File: src/design/sbr_pkg.sv
// Shared types and constants of the spectrum band RMS block.
`default_nettype none

package sbr_pkg;

   // Configuration register file.
   localparam int EDGE_W    = 11;
   localparam int REG_IDX_W = 1;

   localparam logic [REG_IDX_W-1:0] REG_LOW_EDGE  = 1'b0;
   localparam logic [REG_IDX_W-1:0] REG_HIGH_EDGE = 1'b1;

   localparam logic [EDGE_W-1:0] LOW_EDGE_RESET  = 11'd8;
   localparam logic [EDGE_W-1:0] HIGH_EDGE_RESET = 11'd64;

   // Band codes, also the slot of each result in the response.
   localparam logic [1:0] BAND_TOTAL = 2'd0;
   localparam logic [1:0] BAND_LOW   = 2'd1;
   localparam logic [1:0] BAND_MID   = 2'd2;
   localparam logic [1:0] BAND_HIGH  = 2'd3;

   typedef struct packed {
      logic       take;        // input channel open
      logic       acc_clear;   // clear the frame sums and bin counter
      logic       div_start;
      logic       div_step;
      logic       sqrt_start;
      logic       sqrt_step;
      logic       store;       // latch the finished band result
      logic       load_out;    // move all four results to the output register
      logic [1:0] band;
   } cmd_type;

   typedef struct packed {
      logic div_last;
      logic sqrt_last;
      logic out_free;
   } status_type;

endpackage

`default_nettype wire

File: src/design/spectrum_band_rms.sv
// Top level of the spectrum band RMS block.
//
// Bins of one spectrum frame enter on the req_ channel, one request per
// cycle, with req_tlast on the final bin. Each bin is squared and added to
// the total sum and to one of the low, mid or high band sums, chosen by the
// bin index against csr low_edge (index 0) and high_edge (index 1).
// After the final bin req_tready drops while one shared restoring divider
// and one shared square root unit work through the four bands in turn.
// The sums are S = SUM_W bits wide (2*SAMPLE_BITS-1+log2 MAX_BINS, at most 64)
// and the roots ceil(S/2). The result becomes valid on rsp_ once the four
// bands are through; req_tready then rises again for the next frame.
// The result sits in an output register on the rsp_ channel; the next frame
// streams in while it waits, and only the load of the next result waits
// for rsp_tready. Reset restores the default edges, clears the sums and the
// bin counter and drops rsp_tvalid.
`default_nettype none

module spectrum_band_rms #(
   parameter int MAX_BINS    = 1024,
   parameter int SAMPLE_BITS = 16
) (
   input  wire logic                               clock,
   input  wire logic                               reset,
   input  wire logic                               req_tvalid,
   output logic                                    req_tready,
   // bin_value
   input  wire logic [((SAMPLE_BITS+7)/8)*8-1:0]   req_tdata,
   // last_bin
   input  wire logic                               req_tlast,
   output logic                                    rsp_tvalid,
   input  wire logic                               rsp_tready,
   // rms_total, rms_low, rms_mid, rms_high
   output logic      [((4*SAMPLE_BITS+7)/8)*8-1:0] rsp_tdata,
   input  wire logic                               csr_we,
   input  wire logic [sbr_pkg::REG_IDX_W-1:0]      csr_index,
   input  wire logic [sbr_pkg::EDGE_W-1:0]         csr_wdata
);
   import sbr_pkg::*;

   cmd_type    cmd;
   status_type status;

   sbr_ctrl u_ctrl (
      .clock     (clock),
      .reset     (reset),
      .req_tvalid(req_tvalid),
      .req_tlast (req_tlast),
      .req_tready(req_tready),
      .status    (status),
      .cmd       (cmd)
   );

   sbr_datapath #(
      .MAX_BINS   (MAX_BINS),
      .SAMPLE_BITS(SAMPLE_BITS)
   ) u_datapath (
      .clock     (clock),
      .reset     (reset),
      .req_tvalid(req_tvalid),
      .req_tdata (req_tdata),
      .csr_we    (csr_we),
      .csr_index (csr_index),
      .csr_wdata (csr_wdata),
      .rsp_tvalid(rsp_tvalid),
      .rsp_tready(rsp_tready),
      .rsp_tdata (rsp_tdata),
      .cmd       (cmd),
      .status    (status)
   );

endmodule

`default_nettype wire

File: src/design/sbr_divider.sv
// Restoring divider that produces one quotient bit per step.
`default_nettype none

module sbr_divider #(
   parameter int N_W = 41,
   parameter int D_W = 11
) (
   input  wire logic           clock,
   input  wire logic           start,
   input  wire logic           step,
   input  wire logic [N_W-1:0] dividend,
   input  wire logic [D_W-1:0] divisor,
   output logic      [N_W-1:0] quotient
);

   logic [N_W-1:0] quot_ff, quot_in;
   logic [D_W-1:0] rem_ff, rem_in;
   logic [D_W:0]   rem_shift;
   logic           fits;

   always_comb begin
      rem_shift = {rem_ff, quot_ff[N_W-1]};
      fits      = rem_shift >= {1'b0, divisor};
      quot_in   = quot_ff;
      rem_in    = rem_ff;
      if (start) begin
         quot_in = dividend;
         rem_in  = '0;
      end else if (step) begin
         quot_in = {quot_ff[N_W-2:0], fits};
         rem_in  = fits ? D_W'(rem_shift - {1'b0, divisor}) : rem_shift[D_W-1:0];
      end
   end

   always_ff @(posedge clock) begin
      quot_ff <= quot_in;
      rem_ff  <= rem_in;
   end

   assign quotient = quot_ff;

endmodule

`default_nettype wire

File: src/design/sbr_isqrt.sv
// Digit-by-digit integer square root, one root bit per step.
`default_nettype none

module sbr_isqrt #(
   parameter int X_W = 42
) (
   input  wire logic             clock,
   input  wire logic             start,
   input  wire logic             step,
   input  wire logic [X_W-1:0]   radicand,
   output logic      [X_W/2-1:0] root
);

   localparam int RT_W = X_W / 2;

   logic [X_W-1:0]  rad_ff, rad_in;
   logic [RT_W-1:0] root_ff, root_in;
   logic [RT_W:0]   rem_ff, rem_in;
   logic [RT_W+2:0] rem_shift, trial;
   logic            fits;

   always_comb begin
      rem_shift = {rem_ff, rad_ff[X_W-1:X_W-2]};
      trial     = {1'b0, root_ff, 2'b01};
      fits      = rem_shift >= trial;
      rad_in    = rad_ff;
      root_in   = root_ff;
      rem_in    = rem_ff;
      if (start) begin
         rad_in  = radicand;
         root_in = '0;
         rem_in  = '0;
      end else if (step) begin
         rad_in  = {rad_ff[X_W-3:0], 2'b00};
         root_in = {root_ff[RT_W-2:0], fits};
         rem_in  = fits ? (RT_W+1)'(rem_shift - trial) : rem_shift[RT_W:0];
      end
   end

   always_ff @(posedge clock) begin
      rad_ff  <= rad_in;
      root_ff <= root_in;
      rem_ff  <= rem_in;
   end

   assign root = root_ff;

endmodule

`default_nettype wire

File: src/design/sbr_ctrl.sv
// Frame sequencer: accumulation, then divide and square root for each band.
`default_nettype none

module sbr_ctrl (
   input  wire logic               clock,
   input  wire logic               reset,
   input  wire logic               req_tvalid,
   input  wire logic               req_tlast,
   output logic                    req_tready,
   input  wire sbr_pkg::status_type status,
   output sbr_pkg::cmd_type         cmd
);
   import sbr_pkg::*;

   typedef enum logic [7:0] {
      ST_ACCUM = 8'b0000_0001,
      ST_FLUSH = 8'b0000_0010,
      ST_START = 8'b0000_0100,
      ST_DIV   = 8'b0000_1000,
      ST_SQS   = 8'b0001_0000,
      ST_SQRT  = 8'b0010_0000,
      ST_STORE = 8'b0100_0000,
      ST_DONE  = 8'b1000_0000
   } state_type;

   state_type  state_ff, state_in;
   logic [1:0] band_ff, band_in;

   always_comb begin
      state_in = state_ff;
      band_in  = band_ff;
      cmd      = '0;
      cmd.band = band_ff;
      case (state_ff)
         ST_ACCUM: begin
            cmd.take = 1'b1;
            if (req_tvalid && req_tlast) begin
               state_in = ST_FLUSH;
            end
         end
         // The last square is still in the pipeline register here.
         ST_FLUSH: begin
            band_in  = BAND_TOTAL;
            state_in = ST_START;
         end
         ST_START: begin
            cmd.div_start = 1'b1;
            state_in      = ST_DIV;
         end
         ST_DIV: begin
            cmd.div_step = 1'b1;
            if (status.div_last) begin
               state_in = ST_SQS;
            end
         end
         ST_SQS: begin
            cmd.sqrt_start = 1'b1;
            state_in       = ST_SQRT;
         end
         ST_SQRT: begin
            cmd.sqrt_step = 1'b1;
            if (status.sqrt_last) begin
               state_in = ST_STORE;
            end
         end
         ST_STORE: begin
            cmd.store = 1'b1;
            if (band_ff == BAND_HIGH) begin
               state_in = ST_DONE;
            end else begin
               band_in  = band_ff + 2'd1;
               state_in = ST_START;
            end
         end
         ST_DONE: begin
            if (status.out_free) begin
               cmd.load_out  = 1'b1;
               cmd.acc_clear = 1'b1;
               state_in      = ST_ACCUM;
            end
         end
         default: begin
            state_in = ST_ACCUM;
         end
      endcase
   end

   always_ff @(posedge clock) begin
      if (reset) begin
         state_ff <= ST_ACCUM;
         band_ff  <= BAND_TOTAL;
      end else begin
         state_ff <= state_in;
         band_ff  <= band_in;
      end
   end

   assign req_tready = cmd.take;

endmodule

`default_nettype wire

File: src/design/sbr_datapath.sv
// Band accumulators, band counts, shared divide and root units, result registers.
`default_nettype none

module sbr_datapath #(
   parameter int MAX_BINS    = 1024,
   parameter int SAMPLE_BITS = 16
) (
   input  wire logic                                  clock,
   input  wire logic                                  reset,
   input  wire logic                                  req_tvalid,
   input  wire logic [((SAMPLE_BITS+7)/8)*8-1:0]      req_tdata,
   input  wire logic                                  csr_we,
   input  wire logic [sbr_pkg::REG_IDX_W-1:0]         csr_index,
   input  wire logic [sbr_pkg::EDGE_W-1:0]            csr_wdata,
   output logic                                       rsp_tvalid,
   input  wire logic                                  rsp_tready,
   output logic      [((4*SAMPLE_BITS+7)/8)*8-1:0]    rsp_tdata,
   input  wire sbr_pkg::cmd_type                      cmd,
   output sbr_pkg::status_type                        status
);
   import sbr_pkg::*;

   localparam int OUT_W   = ((4 * SAMPLE_BITS + 7) / 8) * 8;
   localparam int CNT_W   = $clog2(MAX_BINS + 1);
   localparam int SQR_W   = 2 * SAMPLE_BITS;
   localparam int SUM_NAT = 2 * SAMPLE_BITS - 1 + $clog2(MAX_BINS);
   localparam int SUM_W   = (SUM_NAT > 64) ? 64 : SUM_NAT;
   localparam int SQ_W    = SUM_W + (SUM_W % 2);
   localparam int RT_W    = SQ_W / 2;
   localparam int CMP_W   = (CNT_W > EDGE_W) ? CNT_W : EDGE_W;
   localparam int RC_W    = (RT_W > SAMPLE_BITS) ? RT_W : SAMPLE_BITS;
   localparam int IT_W    = $clog2(SUM_W + 1);

   function automatic logic [SUM_W-1:0] sat_add(input logic [SUM_W-1:0] a,
                                                input logic [SQR_W-1:0] b);
      logic [SUM_W:0] s;
      s = (SUM_W+1)'(a) + (SUM_W+1)'(b);
      return s[SUM_W] ? '1 : s[SUM_W-1:0];
   endfunction

   // Configuration.
   logic [EDGE_W-1:0] low_ff, high_ff;

   always_ff @(posedge clock) begin
      if (reset) begin
         low_ff  <= LOW_EDGE_RESET;
         high_ff <= HIGH_EDGE_RESET;
      end else if (csr_we) begin
         case (csr_index)
            REG_LOW_EDGE:  low_ff  <= csr_wdata;
            REG_HIGH_EDGE: high_ff <= csr_wdata;
            default: ;
         endcase
      end
   end

   // Square and band choice, registered ahead of the accumulators.
   logic                   accept, room;
   logic [CNT_W-1:0]       count_ff, count_in;
   logic [CMP_W-1:0]       idx, lo, hi;
   logic [SAMPLE_BITS-1:0] sample, mag;
   logic [SQR_W-1:0]       sq_ff, sq_in;
   logic [1:0]             sel_ff, sel_in;
   logic                   pipe_v_ff, pipe_v_in;

   assign accept = cmd.take & req_tvalid;
   assign room   = count_ff < CNT_W'(MAX_BINS);
   assign idx    = CMP_W'(count_ff);
   assign lo     = CMP_W'(low_ff);
   assign hi     = CMP_W'(high_ff);
   assign sample = req_tdata[SAMPLE_BITS-1:0];
   assign mag    = sample[SAMPLE_BITS-1] ? (~sample + 1'b1) : sample;

   always_comb begin
      sq_in     = SQR_W'(mag) * SQR_W'(mag);
      pipe_v_in = accept & room;
      if (idx < lo) begin
         sel_in = BAND_LOW;
      end else if (idx < hi) begin
         sel_in = BAND_MID;
      end else begin
         sel_in = BAND_HIGH;
      end
      count_in = count_ff;
      if (cmd.acc_clear) begin
         count_in = '0;
      end else if (accept && room) begin
         count_in = count_ff + 1'b1;
      end
   end

   // Sums: slot BAND_TOTAL holds the whole frame, the others one band each.
   logic [SUM_W-1:0] sum_ff [4];
   logic [SUM_W-1:0] sum_in [4];

   always_comb begin
      for (int b = 0; b < 4; b++) begin
         sum_in[b] = sum_ff[b];
         if (cmd.acc_clear) begin
            sum_in[b] = '0;
         end else if (pipe_v_ff && (b == 0 || sel_ff == 2'(b))) begin
            sum_in[b] = sat_add(sum_ff[b], sq_ff);
         end
      end
   end

   always_ff @(posedge clock) begin
      if (reset) begin
         count_ff  <= '0;
         pipe_v_ff <= 1'b0;
         for (int b = 0; b < 4; b++) begin
            sum_ff[b] <= '0;
         end
      end else begin
         count_ff  <= count_in;
         pipe_v_ff <= pipe_v_in;
         for (int b = 0; b < 4; b++) begin
            sum_ff[b] <= sum_in[b];
         end
      end
   end

   always_ff @(posedge clock) begin
      sq_ff  <= sq_in;
      sel_ff <= sel_in;
   end

   // Bin counts per band from the frame length and the edges.
   logic [CMP_W-1:0] n, hi_eff, n_low, n_mid_end, n_mid, n_high, cnt_wide;
   logic [CNT_W-1:0] cnt_sel;
   logic [SUM_W-1:0] sum_sel;

   always_comb begin
      n         = CMP_W'(count_ff);
      hi_eff    = (hi > lo) ? hi : lo;
      n_low     = (n < lo) ? n : lo;
      n_mid_end = (n < hi_eff) ? n : hi_eff;
      n_mid     = n_mid_end - n_low;
      n_high    = n - n_mid_end;
      case (cmd.band)
         BAND_TOTAL: cnt_wide = n;
         BAND_LOW:   cnt_wide = n_low;
         BAND_MID:   cnt_wide = n_mid;
         BAND_HIGH:  cnt_wide = n_high;
         default:    cnt_wide = n;
      endcase
      cnt_sel = cnt_wide[CNT_W-1:0];
      sum_sel = sum_ff[cmd.band];
   end

   // Shared divide and square root units.
   logic [SUM_W-1:0] quotient;
   logic [RT_W-1:0]  root;
   logic [IT_W-1:0]  iter_ff, iter_in;

   sbr_divider #(
      .N_W(SUM_W),
      .D_W(CNT_W)
   ) u_div (
      .clock   (clock),
      .start   (cmd.div_start),
      .step    (cmd.div_step),
      .dividend(sum_sel),
      .divisor (cnt_sel),
      .quotient(quotient)
   );

   sbr_isqrt #(
      .X_W(SQ_W)
   ) u_sqrt (
      .clock   (clock),
      .start   (cmd.sqrt_start),
      .step    (cmd.sqrt_step),
      .radicand(SQ_W'(quotient)),
      .root    (root)
   );

   always_comb begin
      iter_in = iter_ff;
      if (cmd.div_start || cmd.sqrt_start) begin
         iter_in = '0;
      end else if (cmd.div_step || cmd.sqrt_step) begin
         iter_in = iter_ff + 1'b1;
      end
   end

   always_ff @(posedge clock) begin
      iter_ff <= iter_in;
   end

   // Band result: zero for an empty band or a zero sum, saturated to full scale.
   logic [RC_W-1:0]        root_ext, full_scale, root_sat;
   logic [SAMPLE_BITS-1:0] res_val;
   logic [SAMPLE_BITS-1:0] res_ff [4];
   logic [SAMPLE_BITS-1:0] rms_ff [4];
   logic                   rsp_valid_ff, rsp_valid_in;

   always_comb begin
      root_ext   = RC_W'(root);
      full_scale = RC_W'(1) << (SAMPLE_BITS - 1);
      root_sat   = (root_ext > full_scale) ? full_scale : root_ext;
      if (sum_sel == '0 || cnt_sel == '0) begin
         res_val = '0;
      end else begin
         res_val = root_sat[SAMPLE_BITS-1:0];
      end
      rsp_valid_in = rsp_valid_ff;
      if (cmd.load_out) begin
         rsp_valid_in = 1'b1;
      end else if (rsp_tready) begin
         rsp_valid_in = 1'b0;
      end
   end

   always_ff @(posedge clock) begin
      for (int b = 0; b < 4; b++) begin
         if (cmd.store && cmd.band == 2'(b)) begin
            res_ff[b] <= res_val;
         end
         if (cmd.load_out) begin
            rms_ff[b] <= res_ff[b];
         end
      end
   end

   always_ff @(posedge clock) begin
      if (reset) begin
         rsp_valid_ff <= 1'b0;
      end else begin
         rsp_valid_ff <= rsp_valid_in;
      end
   end

   assign rsp_tvalid       = rsp_valid_ff;
   assign rsp_tdata        = OUT_W'({rms_ff[3], rms_ff[2], rms_ff[1], rms_ff[0]});
   assign status.div_last  = iter_ff == IT_W'(SUM_W - 1);
   assign status.sqrt_last = iter_ff == IT_W'(RT_W - 1);
   assign status.out_free  = !rsp_valid_ff || rsp_tready;

endmodule

`default_nettype wire

File: config.mk
export PLATFORM = sky130hd
export DESIGN_NAME = spectrum_band_rms
export DESIGN_NICKNAME = d
export VERILOG_FILES = /design/src/design/sbr_pkg.sv /design/src/design/spectrum_band_rms.sv /design/src/design/sbr_divider.sv /design/src/design/sbr_isqrt.sv /design/src/design/sbr_ctrl.sv /design/src/design/sbr_datapath.sv
export SDC_FILE = /design/constraint.sdc
export NUM_CORES = 2
export LEC_CHECK = 0
export BUFFER_PORTS_ARGS = -buffer_cell sky130_fd_sc_hd__buf_2
export CAP_MARGIN = 20
export CORE_ASPECT_RATIO = 1.4
export CORE_MARGIN = 10
export CORE_UTILIZATION = 60
export CTS_BUF_LIST = sky130_fd_sc_hd__clkbuf_16
export DETAILED_ROUTE_END_ITERATION = 7
export PLACE_DENSITY = 0.8
export SYNTH_ARGS = -nofsm -noshare
export SYNTH_HDL_FRONTEND = slang
export SYNTH_SLANG_ARGS = --single-unit
File: constraint.sdc
create_clock -name clock -period 10.9 [get_ports clock]
set_input_delay 0.545 -clock clock [delete_from_list [all_inputs] [get_ports clock]]
set_output_delay 0.545 -clock clock [all_outputs]
set_load 0.02 [all_outputs]
==> results.sh <==
export IMPL_criticalPathCategory="reg2reg"
export IMPL_antenna_found_initial=0
export IMPL_clock_sinks=515
export IMPL_r2r_end="u_datapath.u_div.rem_ff[2]"
export IMPL_seqCellArea_um2=12400
export IMPL_dieArea_um2=70300
export IMPL_htreeDepth=2
export IMPL_setup_viol=0
export IMPL_viasPerCell=6.09
export IMPL_cts_tree="done"
export IMPL_finalCritPeriodShare_pct=84.9
export IMPL_grt_util_all_layers_pct=25.3
export IMPL_status="finished, final reports clean"
export IMPL_final_max_slew_viol_count=0
export IMPL_hold_path_endpoint="u_datapath.lo[4]"
export IMPL_cap_violations=0
export IMPL_rsz0062_at_grt="false"
export IMPL_async_flop_share_pct=0
export IMPL_ys_top_cells_by_count="369 x nand2_1, 354 x inv_1, 321 x ha_1"
export IMPL_netlist_cell_type_count=100
export IMPL_initial_core_util_pct=60.4
export IMPL_cts_setup_buffers=0
export IMPL_syn2layout_area_growth_pct=7.76
export IMPL_cts_clk_slew_worst_paths_ps=70
export IMPL_dp_hpwl_um=68200
export IMPL_ys_seq_area_share_pct=34.5
export IMPL_tightest_slew_ps=1160
export IMPL_cp_required_ps=11320
export IMPL_fin_setup_tns_ps=0
export IMPL_cts_resized=0
export IMPL_worst_path_buf_inv=3
export IMPL_crit_family="compound AO/OA/AOI/OAI gates"
export IMPL_clockBufferDepth=3
export IMPL_grt_start_max_net_pins=103
export IMPL_min_delay_path_depth=3
export IMPL_crit_top_cell="a21oi_1"
export IMPL_netlist_area_leader_share_pct=17.5
export IMPL_crit_slowest_cell="a21oi_1"
export IMPL_drc=0
export IMPL_die_y_um=310
export IMPL_cts_root_buf="clkbuf_16"
export IMPL_hold_path_class="in2reg"
export IMPL_hold_violations=0
export IMPL_p_leak_nw=17.3
export IMPL_drt_iter0_drc=1720
export IMPL_nets=4390
export IMPL_synthFlopType="dfxtp_1"
export IMPL_synth_area_leaders="edfxtp_1 18%, dfxtp_1 17%, ha_1 11%"
export IMPL_num_vias=28400
export IMPL_syn_area_per_cell_um2=9.44
export IMPL_io_pins=100
export IMPL_clk_latency_ps=580
export IMPL_end_kind="register"
export IMPL_ant_nets=0
export IMPL_wire_per_inst_um=19.2
export IMPL_ys_warn_count=0
export IMPL_rows=106
export IMPL_fmax_mhz=108
export IMPL_synth_edf_count=210
export IMPL_antenna_cells=0
export IMPL_gp_congestion=0.994
export IMPL_max_stage_delay_ps=660
export IMPL_multi_input_area_um2=21800
export IMPL_grt_pass1_wl_um=144000
export IMPL_synth_area_um2=36000
export IMPL_numCtsBuffers=48
export IMPL_hp_start="csr_wdata[4]"
export IMPL_period_minus_slack_ps=9260
export IMPL_dieWidth_um=227
export IMPL_peakVddDrop_v=0.000440
export IMPL_nFillCells=4750
export IMPL_power_density_nw_per_um2=273
export IMPL_max_slew_margin_pct=22.2
export IMPL_firstDrtPassIters=6
export IMPL_rrSetupSlack_ps=1640
export IMPL_synth_seq_cells=515
export IMPL_netlist_instances=3813
export IMPL_rr_worst_depth=38
export IMPL_cp_start_kind="register"
export IMPL_cp_arrival_ps=9680
export IMPL_grt_overflow=0
export IMPL_ctsHoldBuffers=0
export IMPL_reg2reg_from="u_datapath.lo[5]"
export IMPL_total_power_mw=10.6
export IMPL_yosysMostFrequentCell="nand2_1"
export IMPL_drive_gt1_share_pct=9.24
export IMPL_path_max_fanout=19
export IMPL_portBuffers=99
export IMPL_skew_ps=25.2
export IMPL_core_area_um2=59500
export IMPL_drt_wl_total_um=89400
export IMPL_grt_pass1_vias=28800
export IMPL_synth_top_area_cell="edfxtp_1"
kinds of logic (layout without fill, tap and decap cells):
family,Yosys count,after routing,synth area share (%)
DFF,515,515,34.5
xor gates and xnor gates,207,207,5.04
muxes,104,104,4.47
and+or+nand+nor,1027,1027,13.4
other,2,12,0.0209
adders and majority gates,489,489,20.5
AOI/OAI and AO/OA,979,979,16.9
buffers and inverters,490,575,5.16
worst max-delay path by stage:
stage	startpoint	to	slack (ps)	cells after the start
global placement	req_tdata[0]	u_datapath.sq_ff[31]	1940	32
finish	u_datapath.lo[5]	u_datapath.u_div.rem_ff[2]	1640	38
global route	u_datapath.lo[5]	u_datapath.u_div.rem_ff[1]	810	38
detailed placement	req_tdata[0]	u_datapath.sq_ff[31]	1630	31
CTS	u_datapath.lo[5]	u_datapath.u_div.rem_ff[0]	1720	38
floorplan	req_tdata[0]	u_datapath.sq_ff[31]	2360	32
metal layers:
metal / vias to the layer above / share of wire [%] / track usage (%)
met5: - / 0 / 0
met4: 0 / 6.6 / 15.9
met3: 332 / 5.0 / 2.94
met2: 926 / 52 / 47.3
met1: 13500 / 36 / 26.4
li1: 13600 / - / -
tightest hold or removal path, cell delays in order:
cell	delay, ps
buf_2	110
nand2_1	50
a21oi_1	50
final cells by class:
| cell class | count | share of cell area [%] |
|---|---|---|
| Timing Repair Buffer | 121 | 1.70 |
| Inverter | 364 | 3.52 |
| Clock inverter | 40 | 0.829 |
| Multi-Input combinational cell | 2818 | 56.3 |
| Clock buffer | 50 | 3.23 |
| Sequential cell | 515 | 32.0 |
| Tap cell | 756 | 2.44 |
metrics by stage:
stage | utilization, % | std cells | hold WS (ps) | setup WS [ps] | area, µm²
6_report | 65.1 | 4664 | 209 | 1640 | 38800
5_1_grt | 65.1 | 4664 | 206 | 814 | 38800
4_1_cts | 65.1 | 4664 | 186 | 1720 | 38800
3_5_place_dp | 62.5 | 4574 | 405 | 1630 | 37200
3_3_place_gp | 62.5 | 4574 | 402 | 1940 | 37200
2_1_floorplan | - | 3823 | 400 | 2360 | 36000
state kept, by name, summed over array words and instances, names as in the netlist, 11 cells and up, named ones only:
| register | count |
|---|---|
| u_datapath.u_sqrt.root | 21 |
| u_datapath.hi | 11 |
| u_datapath.u_div.rem_ff | 11 |
| u_datapath.lo | 11 |
| u_datapath.rms_ff | 64 |
| u_datapath.sum_ff | 164 |
| u_datapath.u_div.quotient | 41 |
| u_datapath.count_ff | 11 |
| u_datapath.u_sqrt.rad_ff | 42 |
| u_datapath.u_sqrt.rem_ff | 22 |
| u_datapath.res_ff | 64 |
| u_datapath.sq_ff | 31 |
placed cells by master (no fill, tap or decap), types with 17 or more instances in the layout:
master / instances
a21boi_0: 17
nor4_1: 20
and3_1: 40
o21bai_1: 26
o211ai_1: 18
a31oi_1: 55
mux2_2: 43
xnor2_1: 112
a211oi_1: 24
buf_4: 22
o21a_1: 35
xor2_1: 95
a21oi_1: 317
o22ai_1: 24
mux4_2: 41
nand4_1: 27
fa_1: 167
a21o_1: 76
mux2i_1: 20
nand3_1: 56
and2_1: 23
or3_1: 18
nor2b_1: 23
clkbuf_16: 50
nand2_1: 369
dfxtp_1: 303
o21ai_0: 243
nor2_1: 262
edfxtp_1: 210
nand2b_1: 37
nor3_1: 71
ha_1: 321
inv_1: 363
buf_2: 99
where the power goes:
| part | switching, mW | internal, mW | total, mW |
|---|---|---|---|
| registers | 0.157 | 2.20 | 2.36 |
| logic | 3.66 | 2.91 | 6.57 |
| clock network | 0.755 | 0.914 | 1.67 |
(Power assumes the default switching activity.)
